===== src/rtl/tsr_pkg.sv =====
`default_nettype none

package tsr_pkg;

    localparam int TABLE_SLOTS  = 16;
    localparam int SCRATCH_REGS = 7;
    localparam int SLOT_W       = $clog2(TABLE_SLOTS);
    localparam int REG_W        = (SCRATCH_REGS > 1) ? $clog2(SCRATCH_REGS) : 1;
    localparam int KEY_W        = 16;
    localparam int OUT_REG_W    = 3;
    localparam int STATUS_W     = 3;

    typedef enum logic [1:0] {
        MARK_EMPTY = 2'd0,
        MARK_USED  = 2'd1,
        MARK_TOMB  = 2'd2
    } mark_t;

    typedef enum logic {
        CMD_MAP     = 1'b0,
        CMD_RELEASE = 1'b1
    } cmd_t;

    typedef enum logic [STATUS_W-1:0] {
        ST_HIT      = 3'd0,
        ST_ALLOC    = 3'd1,
        ST_RELEASED = 3'd2,
        ST_REL_MISS = 3'd3,
        ST_NO_REG   = 3'd4,
        ST_FULL     = 3'd5
    } status_t;

    typedef enum logic {
        S_IDLE  = 1'b0,
        S_PROBE = 1'b1
    } state_t;

    // controller -> datapath
    typedef struct packed {
        logic load;     // latch item, start at home slot
        logic step;     // advance probe to next slot
        logic finish;   // resolve item on current slot, write result
    } dp_cmd_t;

    // datapath -> controller
    typedef struct packed {
        logic hit;      // current slot holds the key
        logic empty;    // current slot is empty
        logic last;     // current slot is the last one the probe may visit
        logic out_free; // result register can take a new result
    } dp_stat_t;

    // 32-bit xorshift (13, 17, 5), reduced to a slot index
    function automatic logic [SLOT_W-1:0] hash_slot(input logic [KEY_W-1:0] key);
        logic [31:0] x;
        x = {{(32-KEY_W){1'b0}}, key};
        x = x ^ (x << 13);
        x = x ^ (x >> 17);
        x = x ^ (x << 5);
        return x[SLOT_W-1:0];
    endfunction

endpackage

`default_nettype wire


===== src/rtl/temp_to_scratch_register_map.sv =====
// Each item is resolved by the linear probe, one table slot examined per
// cycle, from the home slot until a hit, an empty slot or the last slot.
// A new item is accepted only after the previous one has been resolved.
// A result waiting in the output register stalls only the final probe cycle.
// Reset (aresetn low, synchronous): all slots empty, all scratch registers
// free, no result pending.
`default_nettype none

module temp_to_scratch_register_map (
    input  wire logic        aclk,
    input  wire logic        aresetn,
    input  wire logic        s_tvalid,
    output logic             s_tready,
    input  wire logic [15:0] s_tdata,   // [15:0] temp_key
    input  wire logic        s_tuser,   // [0] command
    output logic             m_tvalid,
    input  wire logic        m_tready,
    output logic [7:0]       m_tdata,   // [2:0] scratch_reg, rest zero
    output logic [2:0]       m_tuser    // [2:0] status
);
    import tsr_pkg::*;

    dp_cmd_t                 cmd;
    dp_stat_t                stat;
    logic [OUT_REG_W-1:0]    scratch;

    tsr_ctrl u_ctrl (
        .aclk     (aclk),
        .aresetn  (aresetn),
        .s_tvalid (s_tvalid),
        .s_tready (s_tready),
        .stat     (stat),
        .cmd      (cmd)
    );

    tsr_datapath u_datapath (
        .aclk      (aclk),
        .aresetn   (aresetn),
        .s_cmd     (s_tuser),
        .s_key     (s_tdata),
        .cmd       (cmd),
        .stat      (stat),
        .m_tvalid  (m_tvalid),
        .m_tready  (m_tready),
        .m_scratch (scratch),
        .m_status  (m_tuser)
    );

    assign m_tdata = {5'b0, scratch};

endmodule

`default_nettype wire


===== src/rtl/tsr_ctrl.sv =====
`default_nettype none

module tsr_ctrl (
    input  wire logic              aclk,
    input  wire logic              aresetn,
    input  wire logic              s_tvalid,
    output logic                   s_tready,
    input  wire tsr_pkg::dp_stat_t stat,
    output tsr_pkg::dp_cmd_t       cmd
);
    import tsr_pkg::*;

    state_t state_reg;
    state_t state_next;
    logic   done;

    always_ff @(posedge aclk) begin
        if (!aresetn) begin
            state_reg <= S_IDLE;
        end else begin
            state_reg <= state_next;
        end
    end

    always_comb begin
        state_next = state_reg;
        cmd        = '0;
        s_tready   = 1'b0;
        done       = stat.hit || stat.empty || stat.last;
        case (state_reg)
            S_IDLE: begin
                s_tready = 1'b1;
                if (s_tvalid) begin
                    cmd.load   = 1'b1;
                    state_next = S_PROBE;
                end
            end
            S_PROBE: begin
                if (done) begin
                    // hold on this slot until the result register frees up
                    if (stat.out_free) begin
                        cmd.finish = 1'b1;
                        state_next = S_IDLE;
                    end
                end else begin
                    cmd.step = 1'b1;
                end
            end
            default: begin
                state_next = S_IDLE;
            end
        endcase
    end

endmodule

`default_nettype wire


===== src/rtl/tsr_datapath.sv =====
`default_nettype none

module tsr_datapath (
    input  wire logic                            aclk,
    input  wire logic                            aresetn,
    input  wire logic                            s_cmd,
    input  wire logic [tsr_pkg::KEY_W-1:0]       s_key,
    input  wire tsr_pkg::dp_cmd_t                cmd,
    output tsr_pkg::dp_stat_t                    stat,
    output logic                                 m_tvalid,
    input  wire logic                            m_tready,
    output logic [tsr_pkg::OUT_REG_W-1:0]        m_scratch,
    output logic [tsr_pkg::STATUS_W-1:0]         m_status
);
    import tsr_pkg::*;

    // table storage; key and register fields are only read in used slots
    logic [KEY_W-1:0]  slot_key_reg  [TABLE_SLOTS];
    logic [REG_W-1:0]  slot_sreg_reg [TABLE_SLOTS];
    mark_t             slot_mark_reg [TABLE_SLOTS];
    logic [SCRATCH_REGS-1:0] busy_reg;

    logic              cmd_reg;
    logic [KEY_W-1:0]  key_reg;
    logic [SLOT_W-1:0] idx_reg;
    logic [SLOT_W-1:0] cnt_reg;
    logic              tomb_valid_reg;
    logic [SLOT_W-1:0] tomb_idx_reg;
    logic              m_valid_reg;
    logic              m_valid_next;
    logic [REG_W-1:0]  out_sreg_reg;
    status_t           out_status_reg;

    mark_t             cur_mark;
    logic [REG_W-1:0]  cur_sreg;
    logic              is_tomb;
    logic              ins_ok;
    logic [SLOT_W-1:0] ins_idx;
    logic              free_found;
    logic [REG_W-1:0]  free_idx;

    always_comb begin
        cur_mark      = slot_mark_reg[idx_reg];
        cur_sreg      = slot_sreg_reg[idx_reg];
        is_tomb       = (cur_mark == MARK_TOMB);
        stat.hit      = (cur_mark == MARK_USED) && (slot_key_reg[idx_reg] == key_reg);
        stat.empty    = (cur_mark == MARK_EMPTY);
        stat.last     = (cnt_reg == SLOT_W'(TABLE_SLOTS - 1));
        stat.out_free = !m_valid_reg || m_tready;
        // first tombstone passed wins, else the slot under the probe
        ins_ok        = tomb_valid_reg || stat.empty || is_tomb;
        ins_idx       = tomb_valid_reg ? tomb_idx_reg : idx_reg;
    end

    // lowest free scratch register
    always_comb begin
        free_found = 1'b0;
        free_idx   = '0;
        for (int r = SCRATCH_REGS - 1; r >= 0; r--) begin
            if (!busy_reg[r]) begin
                free_found = 1'b1;
                free_idx   = REG_W'(r);
            end
        end
    end

    always_comb begin
        m_valid_next = m_valid_reg;
        if (cmd.finish) begin
            m_valid_next = 1'b1;
        end else if (m_tready) begin
            m_valid_next = 1'b0;
        end
    end

    // control state
    always_ff @(posedge aclk) begin
        if (!aresetn) begin
            for (int i = 0; i < TABLE_SLOTS; i++) begin
                slot_mark_reg[i] <= MARK_EMPTY;
            end
            busy_reg    <= '0;
            m_valid_reg <= 1'b0;
        end else begin
            m_valid_reg <= m_valid_next;
            if (cmd.finish) begin
                if (cmd_reg == CMD_RELEASE) begin
                    if (stat.hit) begin
                        slot_mark_reg[idx_reg] <= MARK_TOMB;
                        busy_reg[cur_sreg]     <= 1'b0;
                    end
                end else if (!stat.hit && free_found && ins_ok) begin
                    slot_mark_reg[ins_idx] <= MARK_USED;
                    busy_reg[free_idx]     <= 1'b1;
                end
            end
        end
    end

    // payload
    always_ff @(posedge aclk) begin
        if (cmd.load) begin
            cmd_reg        <= s_cmd;
            key_reg        <= s_key;
            idx_reg        <= hash_slot(s_key);
            cnt_reg        <= '0;
            tomb_valid_reg <= 1'b0;
        end else if (cmd.step) begin
            idx_reg <= idx_reg + SLOT_W'(1);
            cnt_reg <= cnt_reg + SLOT_W'(1);
            if (is_tomb && !tomb_valid_reg) begin
                tomb_valid_reg <= 1'b1;
                tomb_idx_reg   <= idx_reg;
            end
        end
        if (cmd.finish) begin
            if (cmd_reg == CMD_RELEASE) begin
                if (stat.hit) begin
                    out_sreg_reg   <= cur_sreg;
                    out_status_reg <= ST_RELEASED;
                end else begin
                    out_sreg_reg   <= '0;
                    out_status_reg <= ST_REL_MISS;
                end
            end else if (stat.hit) begin
                out_sreg_reg   <= cur_sreg;
                out_status_reg <= ST_HIT;
            end else if (!free_found) begin
                out_sreg_reg   <= '0;
                out_status_reg <= ST_NO_REG;
            end else if (!ins_ok) begin
                out_sreg_reg   <= '0;
                out_status_reg <= ST_FULL;
            end else begin
                slot_key_reg[ins_idx]  <= key_reg;
                slot_sreg_reg[ins_idx] <= free_idx;
                out_sreg_reg           <= free_idx;
                out_status_reg         <= ST_ALLOC;
            end
        end
    end

    assign m_tvalid  = m_valid_reg;
    assign m_scratch = OUT_REG_W'(out_sreg_reg);
    assign m_status  = out_status_reg;

endmodule

`default_nettype wire

===== config.mk =====
export PLATFORM = sky130hd
export DESIGN_NAME = temp_to_scratch_register_map
export DESIGN_NICKNAME = d
export VERILOG_FILES = /design/src/rtl/tsr_pkg.sv /design/src/rtl/temp_to_scratch_register_map.sv /design/src/rtl/tsr_ctrl.sv /design/src/rtl/tsr_datapath.sv
export SDC_FILE = /design/constraint.sdc
export NUM_CORES = 1
export LEC_CHECK = 0
export ABC_CLOCK_PERIOD_IN_PS = 5940
export BUFFER_PORTS_ARGS = -buffer_cell sky130_fd_sc_hd__buf_2
export CORE_MARGIN = 2
export CORE_UTILIZATION = 40
export DETAILED_ROUTE_END_ITERATION = 8
export PLACE_DENSITY = 0.63
export SLEW_MARGIN = 10
export SYNTH_ARGS = -nofsm -noshare
export SYNTH_HDL_FRONTEND = slang
export SYNTH_SLANG_ARGS = --single-unit

===== constraint.sdc =====
create_clock -name aclk -period 5.94 [get_ports aclk]
set_input_delay 0.594 -clock aclk [delete_from_list [all_inputs] [get_ports aclk]]
set_output_delay 0.594 -clock aclk [all_outputs]
set_load 0.03 [all_outputs]

# Yosys cells after proc, flatten, opt, wreduce, memory -nomap -nowiden
# Memory sizes are Yosys's and may differ from the RTL's. A register that Yosys moved wholly into a read port is not among the register bits.
# Cells that the tools add are included.
# W data, S select, Z words.
# totals
reg_bits	45
ram_bits	336
elab_cells	128
n_memories	3
# mem_list
name	depth	word_bits	rd	rd_ports_with_merged_regs	write_ports	line	source
u_datapath.slot_key_reg	16	16	1	1	1	tsr_datapath.sv:18	logic [KEY_W-1:0] slot_key_reg [TABLE_SLOTS];
u_datapath.slot_sreg_reg	16	3	1	1	1	tsr_datapath.sv:19	logic [REG_W-1:0] slot_sreg_reg [TABLE_SLOTS];
u_datapath.slot_mark_reg	16	2	1	1	16	tsr_datapath.sv:20	mark_t slot_mark_reg [TABLE_SLOTS];
# op_classes
addsub	2
n_lt_le_gt_ge	4
eq_ne	5
n_mux	72
bitwise	8
n_reduce_logical	23
# ops
op	n
$mux W3	16
$mux W1	39
$mux W4	8
$mux W7	3
$xor A16 B21 Y21	1
$eq A16 B16 Y1	1
$add A4 B1 Y4 const B	2
$lt A3 B4 Y1 const B	2
$and A7 B7 Y7	1
$not A7 Y7	1
$or A7 B7 Y7	1
$demux W1 S3	2
$ge A3 B1 Y1 const B	2
$logic_and A1 B1 Y1	6
$mux W2	3
$reduce_and A3 Y1	2
$reduce_bool A2 Y1	3
$logic_or A1 B1 Y1	5
$eq A4 B4 Y1 const B	1
$reduce_or A2 Y1	2
$xor A4 B1 Y4 const B	1
$xor A4 B4 Y4	1
$logic_not A1 Y1	3
$eq A2 B1 Y1 const B	1
6 further kinds	7

# Depth between registers and ports, before layout
# depth
ltp_word	16
ltp_mapped	14
ltp_nobuf	8

# Hierarchy
# From an unflattened synthesis, not the netlist that was laid out.
# unflattened
hier_cells	912
area_unflattened_um2	15907.8
# modules_own_cells
mod	instances	cells_per_inst	area_per_inst_um2	seq_area_each_um2
tsr_datapath	1	899	15811.4	11360.9
tsr_ctrl	1	7	55.1	20.0
temp_to_scratch_register_map	1	6	41.3	0.0

# Least setup slack after synthesis
# OpenSTA, ideal clock, no wires.
# synth_path
path_kind	reg2reg
startpoint	register with a tool-made name
endpoint	memory u_datapath.slot_key_reg[12][0] (enable)
t_arrival_ns	3.999
t_required_ns	5.521
slack_ns	1.522
stages_incl_launch_ff	12
path_buffers	5
synth_period_minus_slack_ns	4.418
path_cell_list	dfxtp_1 buf_2 buf_4 buf_4 mux4_2 mux4_2 nand3b_4 a2111oi_2 buf_4 nand2_4 buf_2 nor3_1
# synth_lines
element	line
end, declared	tsr_datapath.sv:18

==> impl_metrics.xml <==
<?xml version="1.0" encoding="UTF-8"?>
<metrics>
  <group name="clock_tree">
    <metric name="h-tree-depth" unit="">2</metric>
    <metric name="worst_skew_pair.late_latency" unit="ns">0.55</metric>
    <metric name="tritoncts_buffer_count" unit="">39</metric>
    <metric name="post-cts-setup-buffers" unit="">0</metric>
    <metric name="cts-root-to-sink-buffers" unit="">3</metric>
    <metric name="clk_pin_slew_worst_paths" unit="ns">0.06</metric>
    <metric name="cts_tree" unit="">done</metric>
    <metric name="cts_repair_resize_count" unit="">0</metric>
    <metric name="cts_hold_buf" unit="">0</metric>
    <metric name="cts.root.buffer_cell" unit="">clkbuf_16</metric>
    <metric name="cts.sink_count" unit="">385</metric>
  </group>
  <group name="yosys">
    <metric name="netlist_area" unit="um2">16100</metric>
    <metric name="synthesis.yosys.warnings" unit="">0</metric>
    <metric name="ys_async_sr_fraction" unit="%">0</metric>
    <metric name="yosys_register_bits" unit="">385</metric>
    <metric name="synthesis.instances" unit="">897</metric>
    <metric name="synth.yosys.seq_area_share" unit="%">70.6</metric>
    <metric name="avgSynthCellArea" unit="um2">18.0</metric>
    <metric name="ys.flop_type" unit="">edfxtp_1</metric>
    <metric name="synth_cell_type_count" unit="">74</metric>
    <metric name="synth-edff-count" unit="">367</metric>
  </group>
  <group name="flow_run">
    <metric name="drv_cap" unit="">0</metric>
  </group>
  <group name="floorplanning">
    <metric name="die_height" unit="um">205</metric>
    <metric name="fp.dieArea" unit="um2">41900</metric>
    <metric name="die_width" unit="um">205</metric>
    <metric name="placementRows" unit="">73</metric>
    <metric name="floorplan.initialDensity" unit="%">40.5</metric>
    <metric name="area_of_the_core" unit="um2">39700</metric>
    <metric name="design.portCount" unit="">34</metric>
  </group>
  <group name="setup_path">
    <metric name="r2r_end" unit="">u_datapath.slot_key_reg[14][15]</metric>
    <metric name="cp-endpoint" unit="">u_datapath.slot_key_reg[14][15]</metric>
    <metric name="critPathKind" unit="">reg -&gt; reg</metric>
    <metric name="r2r_setup_slack" unit="ns">1.20</metric>
    <metric name="critPathLaunchType" unit="">register</metric>
    <metric name="critPathCaptureType" unit="">register</metric>
    <metric name="cp_data_arrival_time" unit="ns">4.98</metric>
    <metric name="worst-endpoint-required" unit="ns">6.18</metric>
    <metric name="worstPathMaxFanout" unit="">37</metric>
    <metric name="r2r_cells" unit="">9</metric>
  </group>
  <group name="place">
    <metric name="gpl.final_weighted_congestion" unit="">0.835</metric>
    <metric name="port_buffers" unit="">28</metric>
    <metric name="hpwlAfterDp" unit="mm">22.2</metric>
  </group>
  <group name="drt">
    <metric name="post-route-drc-count" unit="">0</metric>
    <metric name="detail_route.iter0.violations" unit="">872</metric>
    <metric name="total_number_of_vias" unit="">8566</metric>
    <metric name="dr.pass1.iters" unit="">5</metric>
    <metric name="post_drt_via_cell_ratio" unit="">5.70</metric>
    <metric name="wire_per_inst" unit="um">24.3</metric>
    <metric name="number_of_nets_with_antenna_violations_after_routing" unit="">0</metric>
    <metric name="routed_wirelength" unit="mm">36.5</metric>
  </group>
  <group name="cells_and_area">
    <metric name="final_common_cell" unit="">edfxtp_1</metric>
    <metric name="layout-area-overhead-vs-synth" unit="%">12.3</metric>
    <metric name="top_library_cells_by_usage_in_the_layout_fill_and_taps_aside" unit="">edfxtp_1 (367), mux4_2 (78), mux2i_1 (47), clkbuf_16 (39), buf_4 (33)</metric>
    <metric name="final_layout_size_suffix_gt1_share" unit="%">23.7</metric>
    <metric name="layout.filler_cells" unit="">3390</metric>
    <metric name="ant_diodes" unit="">0</metric>
    <metric name="area_of_combinational_cells_with_multiple_inputs" unit="um2">4420</metric>
    <metric name="area.sequential" unit="um2">11400</metric>
    <metric name="largest_register_ffs" unit="">256</metric>
    <metric name="finish.net_count" unit="">973</metric>
  </group>
  <group name="pwr">
    <metric name="seq_power_share" unit="%">43.7</metric>
    <metric name="combinationalPowerShare" unit="%">27.7</metric>
    <metric name="netSwitchingFraction" unit="%">32.2</metric>
    <metric name="power.total" unit="W">0.00786</metric>
    <metric name="worst_ir_drop_vdd" unit="uV">217</metric>
    <metric name="power_frac_clock" unit="%">28.6</metric>
    <metric name="power.internal" unit="W">0.00533</metric>
    <metric name="net-switching-power" unit="W">0.00253</metric>
    <metric name="p_per_area" unit="nW/um2">434</metric>
    <metric name="power_leakage" unit="nW">5.74</metric>
  </group>
  <group name="grt">
    <metric name="maximum_number_of_pins_on_one_net_before_global_route_repair" unit="">48</metric>
    <metric name="antenna_found_initial" unit="">0</metric>
    <metric name="global_route_wire_length_before_repair" unit="mm">54.7</metric>
    <metric name="grt.overflow.total" unit="">0</metric>
    <metric name="grt_pass1_vias" unit="">8477</metric>
    <metric name="grt_usage" unit="%">17.8</metric>
  </group>
  <group name="sta">
    <metric name="final-hold-violation-count" unit="">0</metric>
    <metric name="clock-skew-final" unit="ns">0.0191</metric>
    <metric name="report.final.setup_viol" unit="">0</metric>
    <metric name="fin_tns_setup" unit="ns">0</metric>
    <metric name="finalMaxSlewViolations" unit="">0</metric>
    <metric name="worst_slew_margin_rel" unit="%">35.0</metric>
    <metric name="timing_worst_slew_pin_value" unit="ns">0.970</metric>
    <metric name="fmax" unit="MHz">211</metric>
    <metric name="period_minus_slack" unit="ns">4.74</metric>
    <metric name="grt_setup_unrepaired" unit="">false</metric>
    <metric name="share_of_the_clock_period_used_by_the_worst_path" unit="%">79.9</metric>
    <metric name="hold_ws" unit="ns">0.222</metric>
  </group>
  <group name="status">
    <metric name="status" unit="">finished, final reports clean</metric>
  </group>
  <group name="hold_path">
    <metric name="holdCritPathClass" unit="">in -&gt; reg</metric>
  </group>
</metrics>
-- kinds of logic after synthesis --
group           Yosys count  synth area share, %
flops                   385                 70.6
simple gates            176                 6.28
mux                     134                 14.5
compound gates          108                 4.76
buf+inv                  69                 2.49
xor+xnor                 22                 1.20
fa+ha+maj                 2                0.155
other cells               1               0.0233
-- power by group through the flow --
stage / Combinational, W / Sequential (W) / Clock, W
floorplan: 0.00180 / 0.00329 / 0
global placement: 0.00218 / 0.00349 / 0
detailed placement: 0.00219 / 0.00350 / 0
CTS: 0.00220 / 0.00344 / 0.00229
global route: 0.00236 / 0.00347 / 0.00239
finish: 0.00218 / 0.00344 / 0.00225
-- Yosys cell counts, types with 5 or more instances --
cell | number | area (um2)
a221oi_1 | 5 | 43.8
nor4_1 | 14 | 87.6
o22ai_1 | 8 | 50.1
buf_6 | 10 | 113
or3_1 | 5 | 31.3
nand3_1 | 16 | 80.1
nor3_1 | 43 | 215
a21oi_1 | 7 | 35.0
inv_1 | 12 | 45.0
nand2b_1 | 6 | 37.5
mux2i_1 | 47 | 470
mux4_2 | 78 | 1760
xor2_1 | 18 | 158
buf_4 | 12 | 90.1
edfxtp_1 | 367 | 11000
nand2_1 | 30 | 113
and3_1 | 7 | 43.8
nor2b_1 | 7 | 43.8
a211oi_1 | 5 | 37.5
clkbuf_1 | 13 | 48.8
o21ai_1 | 20 | 100
mux2_1 | 5 | 56.3
nor2_1 | 14 | 52.6
o21ai_0 | 9 | 45.0
buf_2 | 17 | 85.1
dfxtp_1 | 18 | 360
a31oi_1 | 21 | 131
-- metal layers --
metal / GRT usage [%] / up-vias / part of all wire [%]
met5: 0 / - / 0
met4: 4.99 / 0 / 2.2
met3: 3.15 / 67 / 5.9
met2: 28.9 / 289 / 49
met1: 24.8 / 4429 / 43
li1: - / 3781 / -
-- through the flow --
stage	util (%)	cell area (um2)	cells	setup slack (ns)
global route	45.5	18100	1503	0.924
floorplan	-	16100	901	1.52
finish	45.5	18100	1503	1.20
CTS	45.5	18100	1503	1.19
detailed placement	42.6	16900	1434	1.21
global placement	42.6	16900	1434	1.31
-- area by class of cell --
cell class / count / area share (%)
flip-flops and latches: 385 / 63.0
multi-input cells: 447 / 24.5
clock buffers: 50 / 5.68
well taps: 525 / 3.63
repair buffers: 62 / 2.25
clock inverters: 19 / 0.719
inverters: 15 / 0.311
-- how the worst min path moves through the flow --
stage / to / slack (ns) / startpoint / cells past startpoint
finish: u_datapath.key_reg[15] / 0.22 / s_tdata[15] / 1
global route: u_datapath.key_reg[15] / 0.20 / s_tdata[15] / 1
CTS: u_datapath.key_reg[15] / 0.20 / s_tdata[15] / 1
detailed placement: u_datapath.cnt_reg[3] / 0.46 / u_datapath.cnt_reg[3] / 1
global placement: u_datapath.busy_reg[1] / 0.46 / u_datapath.busy_reg[1] / 2
floorplan: u_datapath.cnt_reg[3] / 0.43 / u_datapath.cnt_reg[3] / 1
-- critical path, cell delays in order (launching register included) --
cell and delay [ns]:
dfxtp_2 0.85, and2_0 0.52, a221oi_1 0.25, o211a_1 0.27
a211oi_1 0.80, a2111oi_4 0.10, nand4b_4 0.18, nand2_4 0.23
nor3_2 0.83, buf_4 0.37
Note: power is estimated with default switching activity, not from simulation.
